<file path="src/nfcrd_pkg.sv">
package nfcrd_pkg;

   // Start pair bytes
   localparam logic [7:0] PREAMBLE_ZERO = 8'h00;
   localparam logic [7:0] START_MARKER  = 8'hFF;

   // Configuration register indexes
   localparam logic [0:0] CSR_RESPONSE_TFI = 1'd0;
   localparam logic [0:0] CSR_ERROR_TFI    = 1'd1;

   localparam logic [7:0] RESPONSE_TFI_RESET = 8'd213;
   localparam logic [7:0] ERROR_TFI_RESET    = 8'd127;

   // Output item depth of the result queue
   localparam int unsigned QUEUE_DEPTH = 4;
   localparam int unsigned QPTR_W      = $clog2(QUEUE_DEPTH);

   typedef enum logic [2:0] {
      PH_HUNT,
      PH_LEN,
      PH_LCS,
      PH_BODY,
      PH_BAD
   } phase_type;

   typedef enum logic [1:0] {
      STATUS_OK    = 2'd0,
      STATUS_LOSS  = 2'd1,
      STATUS_ERROR = 2'd2
   } status_type;

   typedef enum logic {
      KIND_PAYLOAD = 1'b0,
      KIND_STATUS  = 1'b1
   } kind_type;

   typedef struct packed {
      kind_type   kind;
      logic [7:0] payload_byte;
      status_type status_code;
      logic [7:0] payload_count;
      logic       last_item;
   } rsp_item_type;

endpackage

</file>
<file path="src/nfc_response_frame_deframer_top.sv">
// Channel | Dir | Handshake            | Payload
// req     | in  | req_tvalid/tready    | tdata: data_byte, expected_cmd; tlast: buffer_end
// rsp     | out | rsp_tvalid/tready    | tdata: payload_byte, status_code, payload_count;
//         |     |                      | tuser: item_kind; tlast: last_item
// csr     | in  | csr_valid/csr_ready  | csr_index, csr_data (always ready)
//
// One byte per cycle while req_tready is high: the parser updates its state in
// the cycle a byte is taken and pushes zero, one or two result transactions into a
// 4-entry queue; results leave one per cycle from its head while rsp_tready is high.
// req_tready drops only when the queue holds three or more results, which takes a
// stalled rsp consumer; a buffer-end byte that is also a payload byte makes two.
// Reset (synchronous, active high) clears frame state and queue, TFIs to 213/127.
module nfc_response_frame_deframer_top (
   input  logic                      clock,
   input  logic                      reset,
   // [7:0] data_byte, [15:8] expected_cmd
   input  logic [15:0]               req_tdata,
   input  logic                      req_tlast,
   input  logic                      req_tvalid,
   output logic                      req_tready,
   // [7:0] payload_byte, [9:8] status_code, [17:10] payload_count, [23:18] zero
   output logic [23:0]               rsp_tdata,
   // [0] item_kind
   output logic                      rsp_tuser,
   output logic                      rsp_tlast,
   output logic                      rsp_tvalid,
   input  logic                      rsp_tready,
   input  logic                      csr_valid,
   output logic                      csr_ready,
   input  logic [0:0]                csr_index,
   input  logic [7:0]                csr_data
);
   import nfcrd_pkg::*;

   // Configuration registers
   logic [7:0] response_tfi_ff;
   logic [7:0] error_tfi_ff;

   // Frame state
   phase_type  phase_ff, phase_in;
   logic       prev_zero_ff, prev_zero_in;
   logic [7:0] len_ff, len_in;
   logic [8:0] idx_ff, idx_in;        // bytes seen after LCS
   logic [7:0] sum_ff, sum_in;
   status_type verdict_ff, verdict_in; // header verdict
   logic       lcs_good_ff, lcs_good_in;

   // Result queue
   rsp_item_type        queue_ff [QUEUE_DEPTH];
   logic [QPTR_W-1:0]   wr_ptr_ff, rd_ptr_ff;
   logic [QPTR_W:0]     count_ff;

   logic         accept;
   logic [7:0]   din;
   logic [8:0]   want_cmd;
   logic [8:0]   target;
   logic         lcs_sum_zero;
   logic         emit_payload;
   rsp_item_type pay_item, stat_item, item0, item1;
   logic [1:0]   num_wr;
   logic         pop;
   status_type   final_status;
   logic [7:0]   final_count;

   assign csr_ready = 1'b1;
   assign accept    = req_tvalid && req_tready;
   assign pop       = rsp_tvalid && rsp_tready;
   assign din       = req_tdata[7:0];
   assign want_cmd  = {1'b0, req_tdata[15:8]} + 9'd1;
   assign target    = {1'b0, len_ff} + 9'd2;
   assign lcs_sum_zero = (len_ff + din) == 8'd0;

   always_ff @(posedge clock) begin
      if (reset) begin
         response_tfi_ff <= RESPONSE_TFI_RESET;
         error_tfi_ff    <= ERROR_TFI_RESET;
      end else if (csr_valid && csr_ready) begin
         unique case (csr_index)
            CSR_RESPONSE_TFI: response_tfi_ff <= csr_data;
            CSR_ERROR_TFI:    error_tfi_ff    <= csr_data;
            default:          ;
         endcase
      end
   end

   // Per-byte parse step
   always_comb begin
      phase_in     = phase_ff;
      prev_zero_in = prev_zero_ff;
      len_in       = len_ff;
      idx_in       = idx_ff;
      sum_in       = sum_ff;
      verdict_in   = verdict_ff;
      lcs_good_in  = lcs_good_ff;
      emit_payload = 1'b0;

      unique case (phase_ff)
         PH_HUNT: begin
            if (prev_zero_ff && din == START_MARKER) begin
               phase_in = PH_LEN;
            end
            prev_zero_in = (din == PREAMBLE_ZERO);
         end
         PH_LEN: begin
            len_in   = din;
            phase_in = PH_LCS;
         end
         PH_LCS: begin
            lcs_good_in = lcs_sum_zero;
            phase_in    = lcs_sum_zero ? PH_BODY : PH_BAD;
         end
         PH_BODY: begin
            if (idx_ff < target) begin
               if (idx_ff <= {1'b0, len_ff}) begin
                  sum_in = sum_ff + din;
               end
               if (idx_ff == 9'd0) begin
                  // TFI
                  if (din == error_tfi_ff) begin
                     verdict_in = STATUS_ERROR;
                  end else if (din != response_tfi_ff) begin
                     verdict_in = STATUS_LOSS;
                  end
               end else if (idx_ff == 9'd1) begin
                  // CMD
                  if (verdict_ff == STATUS_OK &&
                      (len_ff < 8'd2 || {1'b0, din} != want_cmd)) begin
                     verdict_in = STATUS_LOSS;
                  end
               end else if (idx_ff < {1'b0, len_ff} && verdict_ff == STATUS_OK) begin
                  emit_payload = 1'b1;
               end
               idx_in = idx_ff + 9'd1;
            end
         end
         PH_BAD: ;
         default: ;
      endcase

      // Final status; truncation wins over the header verdicts
      final_count = 8'd0;
      if (phase_in != PH_BODY || !lcs_good_in || idx_in < target) begin
         final_status = STATUS_LOSS;
      end else if (verdict_in != STATUS_OK) begin
         final_status = verdict_in;
      end else if (sum_in != 8'd0) begin
         final_status = STATUS_LOSS;
      end else begin
         final_status = STATUS_OK;
         final_count  = len_in - 8'd2;
      end

      if (req_tlast) begin
         phase_in     = PH_HUNT;
         prev_zero_in = 1'b0;
         len_in       = 8'd0;
         idx_in       = 9'd0;
         sum_in       = 8'd0;
         verdict_in   = STATUS_OK;
         lcs_good_in  = 1'b0;
      end

      pay_item = '{kind: KIND_PAYLOAD, payload_byte: din, status_code: STATUS_OK,
                   payload_count: 8'd0, last_item: 1'b0};
      stat_item = '{kind: KIND_STATUS, payload_byte: 8'd0, status_code: final_status,
                    payload_count: final_count, last_item: 1'b1};

      item0  = emit_payload ? pay_item : stat_item;
      item1  = stat_item;
      num_wr = {1'b0, emit_payload} + {1'b0, req_tlast};
   end

   always_ff @(posedge clock) begin
      if (reset) begin
         phase_ff     <= PH_HUNT;
         prev_zero_ff <= 1'b0;
         len_ff       <= 8'd0;
         idx_ff       <= 9'd0;
         sum_ff       <= 8'd0;
         verdict_ff   <= STATUS_OK;
         lcs_good_ff  <= 1'b0;
      end else if (accept) begin
         phase_ff     <= phase_in;
         prev_zero_ff <= prev_zero_in;
         len_ff       <= len_in;
         idx_ff       <= idx_in;
         sum_ff       <= sum_in;
         verdict_ff   <= verdict_in;
         lcs_good_ff  <= lcs_good_in;
      end
   end

   // Result queue: up to two pushes, one pop per cycle
   always_ff @(posedge clock) begin
      if (accept && num_wr != 2'd0) begin
         queue_ff[wr_ptr_ff] <= item0;
      end
      if (accept && num_wr == 2'd2) begin
         queue_ff[wr_ptr_ff + QPTR_W'(1)] <= item1;
      end
   end

   always_ff @(posedge clock) begin
      if (reset) begin
         wr_ptr_ff <= '0;
         rd_ptr_ff <= '0;
         count_ff  <= '0;
      end else begin
         if (accept) begin
            wr_ptr_ff <= wr_ptr_ff + QPTR_W'(num_wr);
         end
         if (pop) begin
            rd_ptr_ff <= rd_ptr_ff + QPTR_W'(1);
         end
         count_ff <= count_ff + (accept ? (QPTR_W+1)'(num_wr) : '0)
                     - (QPTR_W+1)'(pop);
      end
   end

   assign req_tready = count_ff <= (QPTR_W+1)'(QUEUE_DEPTH - 2);
   assign rsp_tvalid = count_ff != '0;

   rsp_item_type head;
   assign head      = queue_ff[rd_ptr_ff];
   assign rsp_tdata = {6'd0, head.payload_count, head.status_code, head.payload_byte};
   assign rsp_tuser = head.kind;
   assign rsp_tlast = head.last_item;

endmodule

</file>
<file path="config.mk">
export PLATFORM = sky130hd
export DESIGN_NAME = nfc_response_frame_deframer_top
export DESIGN_NICKNAME = d
export VERILOG_FILES = /design/src/nfcrd_pkg.sv /design/src/nfc_response_frame_deframer_top.sv
export SDC_FILE = /design/constraint.sdc
export NUM_CORES = 1
export LEC_CHECK = 0
export ABC_CLOCK_PERIOD_IN_PS = 10300
export BUFFER_PORTS_ARGS = -buffer_cell sky130_fd_sc_hd__buf_4
export CORE_MARGIN = 2
export CORE_UTILIZATION = 60
export DETAILED_ROUTE_END_ITERATION = 7
export PLACE_DENSITY = 0.8
export SKIP_CTS_REPAIR_TIMING = 1
export SYNTH_ARGS = -nofsm -noshare
export SYNTH_HDL_FRONTEND = slang
export SYNTH_SLANG_ARGS = --single-unit
export TNS_END_PERCENT = 1
</file>
<file path="constraint.sdc">
create_clock -name clock -period 10.3 [get_ports clock]
set_clock_uncertainty 0.2 [all_clocks]
set_input_delay 1.03 -clock clock [delete_from_list [all_inputs] [get_ports clock]]
set_output_delay 1.03 -clock clock [all_outputs]
set_load 0.1 [all_outputs]
</file>
=== Word-level counts from Yosys, hierarchy flattened ===
Memories as Yosys holds them, arrays and structs flattened. A register that Yosys moved wholly into a read port is not among the register bits.
Cells that the tools add are included.

* Register bits: 55
* RAM bits: 80
* Input bits: 31
* Output and inout port bits: 29
* Word-level logic and storage cells: 110
* Memories kept: 1

{| class="wikitable"
|+ Memory list
! memory !! depth !! width !! rd ports !! clocked after memory_dff !! write ports !! RTL line !! text
|-
| queue_ff || 4 || 20 || 1 || 1 || 2 || nfc_response_frame_deframer_top.sv:49 || <nowiki>rsp_item_type queue_ff [QUEUE_DEPTH];</nowiki>
|}

* $add $sub $neg: 12
* Order comparisons: 6
* Eq/ne operators: 10
* Multiplexer cells: 44
* Bitwise logic cells: 1
* Reductions and logical operators: 24

{| class="wikitable"
|+ Operator list
! cell !! number
|-
| $mux W8 || 9
|-
| $mux W9 || 3
|-
| $mux W2 || 13
|-
| $mux W20 || 1
|-
| $lt A9 B9 Y1 || 2
|-
| $add A8 B8 Y8 || 2
|-
| $logic_not A8 Y1 || 2
|-
| $mux W1 || 14
|-
| $add A8 B1 Y9 const B || 1
|-
| $add A8 B2 Y9 const B || 1
|-
| $add A9 B1 Y9 const B || 1
|-
| $eq A9 B1 Y1 const B || 1
|-
| $le A9 B8 Y1 || 1
|-
| $logic_not A9 Y1 || 1
|-
| $lt A9 B8 Y1 || 1
|-
| $mux W3 || 3
|-
| $ne A8 B9 Y1 || 1
|-
| $pmux W3 S3 || 1
|-
| $eq A8 B8 Y1 || 1
|-
| $eq A8 B8 Y1 const B || 1
|-
| $lt A8 B2 Y1 const B || 1
|-
| $ne A8 B8 Y1 || 1
|-
| $reduce_bool A8 Y1 || 1
|-
| $sub A8 B2 Y8 const B || 1
|-
| 19 further kinds || 33
|}

=== Depth between registers and ports, before layout ===
Gate-level depths: netlist of run 1.

* Depth in word-level cells: 13
* Mapped depth: 22

=== Worst setup path before layout of run 1 ===
OpenSTA, ideal clock, no wires.

* Path type: register to register
* From: reg len_ff[1]
* To: mem queue_ff[0][10] in the netlist's numbering (data pin)
* Setup time: 0.274 ns
* Arrival time: 4.719 ns
* Setup slack: 5.107 ns
* Stages on the path, launching flop included: 21
* Path through: dfxtp_1 -> ha_1 -> nand3_1 -> xnor2_1 -> ha_1 -> a21oi_1 -> nand2_1 -> o211ai_2 -> a221oi_4 -> nor3_1 -> xor2_1 -> ha_1 -> a21o_1 -> a211o_1 -> or2_2 -> or3_1 -> a21oi_1 -> o31ai_1 -> a211oi_1 -> clkbuf_1 -> nor4_1

{| class="wikitable"
|+ RTL lines
! item !! RTL line !! text
|-
| start: declaration || nfc_response_frame_deframer_top.sv:42 || <nowiki>logic [7:0] len_ff, len_in;</nowiki>
|-
| start signal: assignment || nfc_response_frame_deframer_top.sv:185 || <nowiki>len_ff <= len_in;</nowiki>
|-
| end: declaration || nfc_response_frame_deframer_top.sv:49 ||
|}

==> results of run 1 <==
## layer usage
metal | vias to the layer above | GRT usage
met4 | 0 | 0.105
met2 | 296 | 0.474
met5 | - | 0
li1 | 3228 | -
met3 | 55 | 0.0471
met1 | 3214 | 0.380
## layout by cell type, fill, tap and decap left out, types with 4 or more instances in the layout
| master | netlist | final |
|---|---|---|
| o31ai_1 | 5 | 5 |
| ha_1 | 47 | 47 |
| nand3_1 | 46 | 46 |
| and2_1 | 7 | 7 |
| o21a_1 | 7 | 7 |
| xnor2_1 | 34 | 34 |
| clkbuf_1 | 36 | 4 |
| edfxtp_1 | 40 | 40 |
| a22o_1 | 33 | 33 |
| nor2b_1 | 6 | 6 |
| nand2b_1 | 6 | 6 |
| nand4_1 | 16 | 16 |
| mux4_2 | 19 | 19 |
| nand2_1 | 66 | 66 |
| xor2_1 | 16 | 16 |
| or3_1 | 11 | 11 |
| nor3_1 | 21 | 21 |
| and3_1 | 6 | 6 |
| conb_1 | 2 | 7 |
| nor2_1 | 86 | 86 |
| a21o_1 | 9 | 9 |
| a22oi_1 | 13 | 13 |
| a21oi_1 | 49 | 49 |
| nand3b_1 | 6 | 6 |
| a211oi_1 | 8 | 7 |
| nor3_2 | 9 | 9 |
| mux2i_1 | 4 | 4 |
| clkbuf_16 | 0 | 18 |
| nor4_1 | 20 | 20 |
| o21ai_1 | 4 | 4 |
| buf_4 | 10 | 58 |
| dfxtp_1 | 93 | 93 |
| inv_1 | 37 | 37 |
| o21ai_0 | 30 | 30 |
## worst register-to-register path, delay by kind of cell (launching register included)
kind,cells,cell delay (ns)
adders and majority gates,3,0.86
DFF,1,0.50
xor gates and xnor gates,2,0.45
AOI/OAI and AO/OA,8,1.55
and+or+nand+nor,7,1.75
buffers and inverters,1,0.31
## per-stage QoR
stage,hold slack [ns],instances,utilization,instance area (sq um)
final,0.255,1084,0.689,9050
after global routing,0.283,1084,0.689,9050
after CTS,0.251,1084,0.689,9050
after detailed placement,0.237,1053,0.645,8470
after global placement,0.228,1053,0.645,8470
after floorplan,0.218,870,-,8050
## kinds of logic after synthesis
family | after synthesis | share of synthesized area
AO/OA/AOI/OAI | 189 | 0.165
XOR/XNOR | 50 | 0.0545
adder cells (fa/ha/maj) | 50 | 0.0807
buffers and inverters | 90 | 0.0480
flip-flops | 133 | 0.381
multiplexers | 25 | 0.0618
other | 2 | 0.000935
AND/OR/NAND/NOR | 326 | 0.208
## synthesized netlist by cell type (5+ instances only)
cell / count
clkbuf_1: 36
inv_1: 37
nor2b_1: 6
nand2b_1: 6
a22oi_1: 13
buf_4: 10
edfxtp_1: 40
nand3_1: 46
nor3_2: 9
nor3_1: 21
nand2_1: 66
and3_1: 6
a21o_1: 9
nor2_1: 86
dfxtp_1: 93
mux4_2: 19
nor4_1: 20
o21a_1: 7
a22o_1: 33
nand4_1: 16
or3_1: 11
and2_1: 7
o21ai_0: 30
a211oi_1: 8
ha_1: 47
a21oi_1: 49
xnor2_1: 34
xor2_1: 16
nand3b_1: 6
o31ai_1: 5
## registers in the layout (all words and copies together), names as in the netlist, named ones only
| name | count |
|---|---|
| count_ff | 3 |
| error_tfi_ff | 8 |
| idx_ff | 9 |
| lcs_good_ff | 1 |
| len_ff | 8 |
| phase_ff | 3 |
| prev_zero_ff | 1 |
| queue_ff | 76 |
| rd_ptr_ff | 2 |
| response_tfi_ff | 8 |
| sum_ff | 8 |
| verdict_ff | 2 |
| wr_ptr_ff | 2 |
## worst paths after layout
check / start / end / depth (start not counted)
worst max-delay path: len_ff[1]$_SDFFE_PP0P_ / queue_ff[1][3]$_DFFE_PP_ / 21
worst min-delay path: queue_ff[1][0]$_SDFFE_PP1P_ / queue_ff[1][0]$_SDFFE_PP1P_ / 2
worst max register to register: len_ff[1]$_SDFFE_PP0P_ / queue_ff[1][3]$_DFFE_PP_ / 21
worst min register to register: queue_ff[1][0]$_SDFFE_PP1P_ / queue_ff[1][0]$_SDFFE_PP1P_ / 2
## power by group through the flow
stage	clock network (mW)	logic, mW	registers (mW)
CTS	0.604	0.454	0.584
finish	0.602	0.453	0.584
detailed placement	0	0.452	0.594
global route	0.626	0.478	0.586
global placement	0	0.446	0.594
floorplan	0	0.372	0.584
## area by class of cell
cell class	instances	share of cell area
Multi-Input combinational cell	647	0.509
Sequential cell	133	0.338
Clock buffer	24	0.0538
Timing Repair Buffer	58	0.0481
Tap cell	176	0.0243
Inverter	39	0.0162
Clock inverter	7	0.0104
==> flow_summary.ini, run 1 <==
[run_status]
status = completed

[placement]
place_hpwl_um = 14100
portBuffers = 52
post-place-ws_ns = 4.55
gp_congestion = 0.943

[clocking]
cts_buffer_depth = 2
insertion_delay_ns = 0.42
cts_tree = done
ctsHtreeMaxLevel = 4
clk_pin_slew_worst_paths_ns = 0.06
cts_buffers = 17
cts.sinks = 133
cts_root_buf = clkbuf_16

[power_and_ir_drop]
p_int_mw = 1.07
vdd_drop_max_v = 0.0000925
power.leakage_nw = 3.61
swShare = 0.348
p_clk_frac = 0.367
p_seq_frac = 0.356
p_comb_frac = 0.276
p_total_mw = 1.64
switchingPower_mw = 0.571
p_per_area_nw_per_um2 = 181

[synthesis]
synth_edf_count = 40
synth_cells = 865
ys_seq_elements = 133
ys_async_sr_fraction = 0
synth.avg_cell_area_sq_um = 9.28
yosysSeqAreaShare = 0.381
synth_warnings = 0
synth.area.top_cells = dfxtp_1, edfxtp_1, ha_1
synth_cell_type_count = 76
yosysTopAreaCell = dfxtp_1
synth_top_area_frac = 0.232
synth_area_sq_um = 8030
synth_ff_type = dfxtp_1

[critical_path]
cp_num_buf_inv = 1
max_stage_delay_ns = 0.50
crit_type = register to register
endpoint_kind = register
reg2reg_setup_slack_ns = 4.41
cpMaxStageDelayCell = dfxtp_1
crit_fanout = 23
crit_path_frequent_cell = ha_1
cp.arrival_ns = 5.84
worst_ep_required_time_ns = 10.25
path_delay_family = simple AND/OR/NAND/NOR gates
crit_path_cell_trace = ha_1, nand3_1, xnor2_1, ha_1, a21oi_1, nand2_1, o211ai_2, a221oi_4, nor3_1, xor2_1, ha_1, a21o_1, a211o_1, or2_2, or3_1, a21oi_1, o31ai_1, a211oi_2, buf_4, nand4b_1, nor2_1
cp-start-kind = register

[drt]
first_iter_violations = 715
top_layer = met4
met3_length_um = 1480
drt-total-wl_um = 20100
final_antenna_net_count = 0
met1_length_um = 8650
viasPerCell = 6.27
dr.pass1.iters = 6
drcViolationCount = 0
wl_met2_um = 9440
num_vias = 6793
drt-wirelength-per-cell_um = 18.5

[sta]
final_hold_viol_count = 0
rsz0062_at_grt = false
slew_viol_final = 0
min_period_ns = 5.89
clock.fmax_mhz = 170
tns_ns = 0
fin_ws_ns = 4.41
finalCritPeriodShare = 0.571
setup_violations = 0
max-slew-margin-rel = 0.409
worst_slew_pin_slew_ns = 0.885

[global_routing]
grt_pass1_vias = 6463
grt_usage = 0.286
grt_max_degree = 45
grt_pass1_wl_um = 32200
antenna_found_initial = 0
grt_overflow = 0

[worst_hold_path]
hold_path_class = register to register

[floorplan]
initial_core_util = 0.611
fp-row-count = 42
die_h_um = 120
core_area_sq_um = 13100
fp.dieW_um = 120
die_area_sq_um = 14300
ios = 60

[cells_and_area]
seq_area_sq_um = 3060
syn_to_final_growth_pct = 12.7
antenna-diode-count = 0
multi_input_area_sq_um = 4610
filler_cell_count = 1054
final_nets = 977
drive_above_1_share = 0.144

[run]
maxCapViolCount = 0
(Power assumes the default switching activity.)
==> run 2: changes to the inputs <==
Settings changed: ABC_AREA set to 1, ABC_CLOCK_PERIOD_IN_PS 10300 to 6000, PLACE_DENSITY 0.8 to 0.79.
Clock period 10.3 ns to 6 ns, I/O delays scaled along.
==> run 2 against run 1 <==
  * Utilization grew 0.42 points
  * Sequential share of layout area fell by 0.60 points
  * Synthesized cell count up 28%
  * Critical path depth decreased by 1
  * Non-clock buffer count down 1
  * Register-to-register slack worse by 3.2 ns
  * Final area grew 1.8%
  * Combinational power grew 130%
  * Final cell count is 22% higher
  * Global-route usage decreased by 0.13 points
==> flow_summary.ini, run 2 <==
[cells_and_area]
largest_reg_flops = 76
multi_input_area_sq_um = 4350
antenna-diode-count = 0
post-route-util = 0.693
regMostFlops = queue_ff
reg_top3 = queue_ff (76), idx_ff (9)
final_nets = 1216
finish.instance_area_sq_um = 9220
drive_above_1_share = 0.128
stdcell_count = 1324
seq_area_sq_um = 3060
final_common_cell = nand2_1
final_cell_mix = nand2_1, inv_1, nor2_1, dfxtp_1, a21oi_1
syn_to_final_growth_pct = 12.4
filler_cell_count = 1110

[placement]
gp_congestion = 0.899
placed_cells = 1292
post-place-ws_ns = 1.37
place_hpwl_um = 14100
portBuffers = 52
place_area_sq_um = 8640

[critical_path]
cp.arrival_ns = 4.80
crit_fanout = 19
worst_ep_required_time_ns = 6.06
endpoint_kind = register
crit_type = register to register
max_stage_delay_ns = 0.58
crit_path_frequent_cell = nand2_1
crit_path_cell_trace = nand3_2, xor2_1, ha_1, nand2_1, inv_1, nand2_1, nand3_1, nand2_1, nand2_1, nand2_1, nand2_4, a21oi_4, nand2_1, clkinv_1, ha_1, nand2_1, nor3_1, or2_2, o21ai_0, nor2_1
cp_num_buf_inv = 2
cpMaxStageDelayCell = o21ai_0
cp-start-kind = register
path_delay_family = simple AND/OR/NAND/NOR gates

[clocking]
clk_pin_slew_worst_paths_ns = 0.06
insertion_delay_ns = 0.42
cts_root_buf = clkbuf_16
cts.sinks = 133
ctsHtreeMaxLevel = 4
cts_tree = done
cts_buffer_depth = 2
cts_buffers = 17

[global_routing]
antenna_found_initial = 0
grt_overflow = 0
grt_pass1_wl_um = 33100
grt_max_degree = 37
grt_pass1_vias = 6865
grt_usage = 0.285

[sta]
tns_ns = 0
rsz0062_at_grt = false
clock.fmax_mhz = 211
finalCritPeriodShare = 0.790
final_hold_viol_count = 0
min_period_ns = 4.74
fin_ws_ns = 1.26
setup_violations = 0
worst_slew_pin_slew_ns = 1.29
max-slew-margin-rel = 0.132
slew_viol_final = 0

[power_and_ir_drop]
power.leakage_nw = 4.19
vdd_drop_max_v = 0.000181
p_per_area_nw_per_um2 = 343

[floorplan]
fp.dieW_um = 121
ios = 60
core_area_sq_um = 13300
die_area_sq_um = 14600
die_h_um = 121
initial_core_util = 0.617
fp-row-count = 42

[synthesis]
synth_top_family_by_area = simple AND/OR/NAND/NOR gates
yosysTopAreaCell = dfxtp_1
synth_cell_type_count = 48
synth_cells = 1103
synth_mux_area_frac = 0
yosysMostFrequentCell = nand2_1
synth_edf_count = 40
yosysSeqAreaShare = 0.373
synth_xor_area_frac = 0.0468
synth_common_cells = nand2_1, inv_1, nor2_1, dfxtp_1, a21oi_1
synth_ff_type = dfxtp_1
synth.area.top_cells = dfxtp_1, edfxtp_1, nand2_1
ys_seq_elements = 133
synth_top_area_frac = 0.227
synth_area_sq_um = 8200
synth.avg_cell_area_sq_um = 7.44
synthAdderAreaFrac = 0.0790
synthSimpleGateAreaFrac = 0.266
synth_compound_area_frac = 0.136
ys_async_sr_fraction = 0
synth_warnings = 0

[run]
maxCapViolCount = 0

[drt]
first_iter_violations = 827
num_vias = 7324
viasPerCell = 5.53
final_antenna_net_count = 0
drcViolationCount = 0
drt-total-wl_um = 19800
drt-wirelength-per-cell_um = 14.9
dr.pass1.iters = 6

[worst_hold_path]
hold_path_class = input port to register

[run_status]
status = completed
==> run 2: cell count changes after synthesis, moves of 15 or more <==
cell / change
nand2_1: +162
o21ai_0: +27
mux4_2: -19
a21oi_1: +21
nor2_1: +16
xnor2_1: -15
a22o_1: -33
inv_1: +98
o22ai_1: +42
==> run 2: cells by family (layout without fill, tap and decap cells) <==
family / Yosys count / in the layout
flip-flops: 133 / 133
AND/OR/NAND/NOR: 475 / 475
XOR/XNOR: 43 / 43
buffers and inverters: 201 / 241
adder cells (fa/ha/maj): 50 / 50
AO/OA/AOI/OAI: 199 / 199
other: 2 / 7
==> run 2: power breakdown <==
group / switching [mW] / internal, mW
Combinational: 0.799 / 0.251
Sequential: 0.0572 / 1.04
Clock: 0.416 / 0.596
Total: 1.27 / 1.89
==> run 2: stage by stage <==
stage / total power, mW / hold slack, ns
global route: 3.31 / 0.201
floorplan: 1.95 / 0.222
global placement: 2.14 / 0.235
CTS: 3.17 / 0.176
detailed placement: 2.16 / 0.245
finish: 3.16 / 0.185
==> run 2: worst min-delay path: cells and delay by family <==
kind	cells	cell delay (ns)
AND/OR/NAND/NOR	2	0.09
buffers and inverters	1	0.08
==> run 2: routing by layer <==
metal	share of wire	wire length, um	vias up	global-route usage
met2	0.49	9630	232	0.473
met4	0.023	450	0	0.107
met3	0.056	1100	40	0.0489
met5	0	0	-	0
li1	-	-	3699	-
met1	0.43	8610	3353	0.373
==> run 2: layout make-up <==
class,instances,share of cell area
timing repair buffer,57,0.0464
clock inverter,11,0.00950
multi-input combinational,774,0.472
inverter,152,0.0619
tap,176,0.0239
sequential,133,0.332
clock buffer,21,0.0535
==> run 2: path summary, 6_finish.rpt <==
path	startpoint	end	slack, ns	cells after the start
max	len_ff[1]$_SDFFE_PP0P_	queue_ff[2][6]$_DFFE_PP_	1.26	20
min	csr_data[2]	error_tfi_ff[2]$_SDFFE_PP1P_	0.18	3
max reg2reg	len_ff[1]$_SDFFE_PP0P_	queue_ff[2][6]$_DFFE_PP_	1.26	20
min reg2reg	queue_ff[3][0]$_SDFFE_PP1P_	queue_ff[3][0]$_SDFFE_PP1P_	0.26	2
==> run 3: changes to the inputs <==
Settings changed: ABC_CLOCK_PERIOD_IN_PS 6000 to 4900.
Clock period 6 ns to 4.9 ns, I/O delays scaled along.
==> run 3 against run 2 <==
  * Sequential share of layout area is 0.33 points lower
  * Die area stayed put
  * Non-clock buffer count is 7 higher
  * Worst hold slack worse by 0.11 ns
  * Total power is 25% higher
  * Largest power group unchanged
==> flow_summary.ini, run 3 (same netlist as run 2, synthesis figures left out) <==
[run_status]
status = completed

[critical_path]
path_depth = 23
max_stage_delay_ns = 0.49
endpoint_kind = register
cp-start-kind = register
path_delay_family = simple AND/OR/NAND/NOR gates
critical_path.reg2reg.endpoint = queue_ff[1][9]$_DFFE_PP_
crit_type = register to register
crit_path_cell_trace = nand3_2, xor2_1, ha_1, nand2_1, nor2_1, nand2_1, nand3_1, nand2_1, nand2_1, nand2_1, nand2_4, a21oi_4, nand2_1, clkinv_1, ha_1, nand2_1, nor3_1, or2_2, o21ai_0, buf_4, inv_1, nand2_1, inv_1
cp.arrival_ns = 4.21
crit_path_frequent_cell = nand2_1
crit_path_start = len_ff[1]$_SDFFE_PP0P_
cp_num_buf_inv = 4
r2r-start = len_ff[1]$_SDFFE_PP0P_
r2r_cells = 23
endpoint = queue_ff[1][9]$_DFFE_PP_
reg2reg_setup_slack_ns = 0.67
cpMaxStageDelayCell = or2_2
worst_ep_required_time_ns = 4.89
crit_fanout = 19

[power_and_ir_drop]
vdd_drop_max_v = 0.000246
p_per_area_nw_per_um2 = 425
power.leakage_nw = 4.24

[floorplan]
die_h_um = 121
fp.dieW_um = 121
fp-row-count = 42
core_area_sq_um = 13300
die_area_sq_um = 14600
initial_core_util = 0.617
ios = 60

[worst_hold_path]
hold_path_class = input port to register

[clocking]
insertion_delay_ns = 0.42
cts_root_buf = clkbuf_16
cts_tree = done
clk_pin_slew_worst_paths_ns = 0.06
cts.sinks = 133
cts_buffers = 17
ctsHtreeMaxLevel = 4
cts_buffer_depth = 2

[cells_and_area]
seq_area_sq_um = 3060
syn_to_final_growth_pct = 13.5
finish.instance_area_sq_um = 9310
reg_top3 = queue_ff (76), idx_ff (9)
multi_input_area_sq_um = 4350
largest_reg_flops = 76
antenna-diode-count = 0
final_common_cell = nand2_1
drive_above_1_share = 0.133
filler_cell_count = 1079
regMostFlops = queue_ff
final_nets = 1223
final_cell_mix = nand2_1, inv_1, nor2_1, dfxtp_1, a21oi_1

[sta]
min_period_ns = 4.23
rsz0062_at_grt = false
clock.fmax_mhz = 237
finalCritPeriodShare = 0.863
max-slew-margin-rel = 0.464
slew_viol_final = 0
tns_ns = 0
setup_violations = 0
final_hold_viol_count = 0
worst_slew_pin_slew_ns = 0.802

[drt]
drt-wirelength-per-cell_um = 15.1
drcViolationCount = 0
final_antenna_net_count = 0
num_vias = 7402
viasPerCell = 5.56
first_iter_violations = 729
drt-total-wl_um = 20100
dr.pass1.iters = 6

[run]
maxCapViolCount = 0

[global_routing]
antenna_found_initial = 0
grt_max_degree = 37
grt_pass1_vias = 6986
grt_usage = 0.290
grt_overflow = 0
grt_pass1_wl_um = 33700

[placement]
gp_congestion = 0.899
portBuffers = 52
place_hpwl_um = 13600
place_area_sq_um = 8690
## run 3: changes by cell type in the layout (fill, tap and decap cells not counted)
cell | previous run | this run
clkinv_2 | 2 | 1
clkinv_4 | 3 | 2
bufinv_16 | 0 | 1
inv_6 | 3 | 4
inv_8 | 1 | 0
clkbuf_16 | 19 | 20
buf_4 | 57 | 64
## run 3: area by class of cell
| class | instances | share of cell area |
|---|---|---|
| well taps | 176 | 0.0237 |
| multi-input cells | 774 | 0.468 |
| inverters | 152 | 0.0613 |
| clock inverters | 10 | 0.0109 |
| repair buffers | 64 | 0.0516 |
| flip-flops and latches | 133 | 0.329 |
| clock buffers | 22 | 0.0557 |
## run 3: metrics by stage
step / setup WS, ns / cells / total power [mW] / utilization / hold WS (ns)
finish: 0.673 / 1331 / 3.95 / 0.700 / 0.0762
global route: 0.277 / 1331 / 4.11 / 0.700 / 0.0832
CTS: 0.679 / 1331 / 3.96 / 0.700 / 0.0684
detailed placement: 0.703 / 1299 / 2.65 / 0.653 / 0.244
global placement: 0.845 / 1299 / 2.63 / 0.653 / 0.234
floorplan: 0.925 / 1108 / 2.39 / - / 0.222
## run 3: worst min path at each step
stage	start	end	slack, ns	cells past startpoint
after global placement	queue_ff[2][0]$_SDFFE_PP1P_	queue_ff[2][0]$_SDFFE_PP1P_	0.23	2
final	csr_data[4]	error_tfi_ff[4]$_SDFFE_PP1P_	0.08	3
after global routing	csr_data[0]	error_tfi_ff[0]$_SDFFE_PP1P_	0.08	3
after floorplan	queue_ff[1][0]$_SDFFE_PP1P_	queue_ff[1][0]$_SDFFE_PP1P_	0.22	2
after detailed placement	queue_ff[2][0]$_SDFFE_PP1P_	queue_ff[2][0]$_SDFFE_PP1P_	0.24	2
after CTS	csr_data[4]	error_tfi_ff[4]$_SDFFE_PP1P_	0.07	3
## run 3: tightest hold or removal path, cell delays in order
cell,delay [ns]
buf_4,0.08
nand2_1,0.04
nand3_1,0.05
## run 3: where the power goes
group          leakage, nW  internal, mW  switching (mW)
clock                0.304         0.811           0.513
combinational         2.75         0.312           0.981
sequential            1.19          1.27          0.0640
## run 3: layer usage
layer  vias to the layer above  track usage  part of all wire
met5                         -            0                 0
met4                         0        0.113             0.028
met3                        53       0.0517             0.051
met2                       230        0.489              0.48
met1                      3405        0.369              0.44
li1                       3714            -                 -
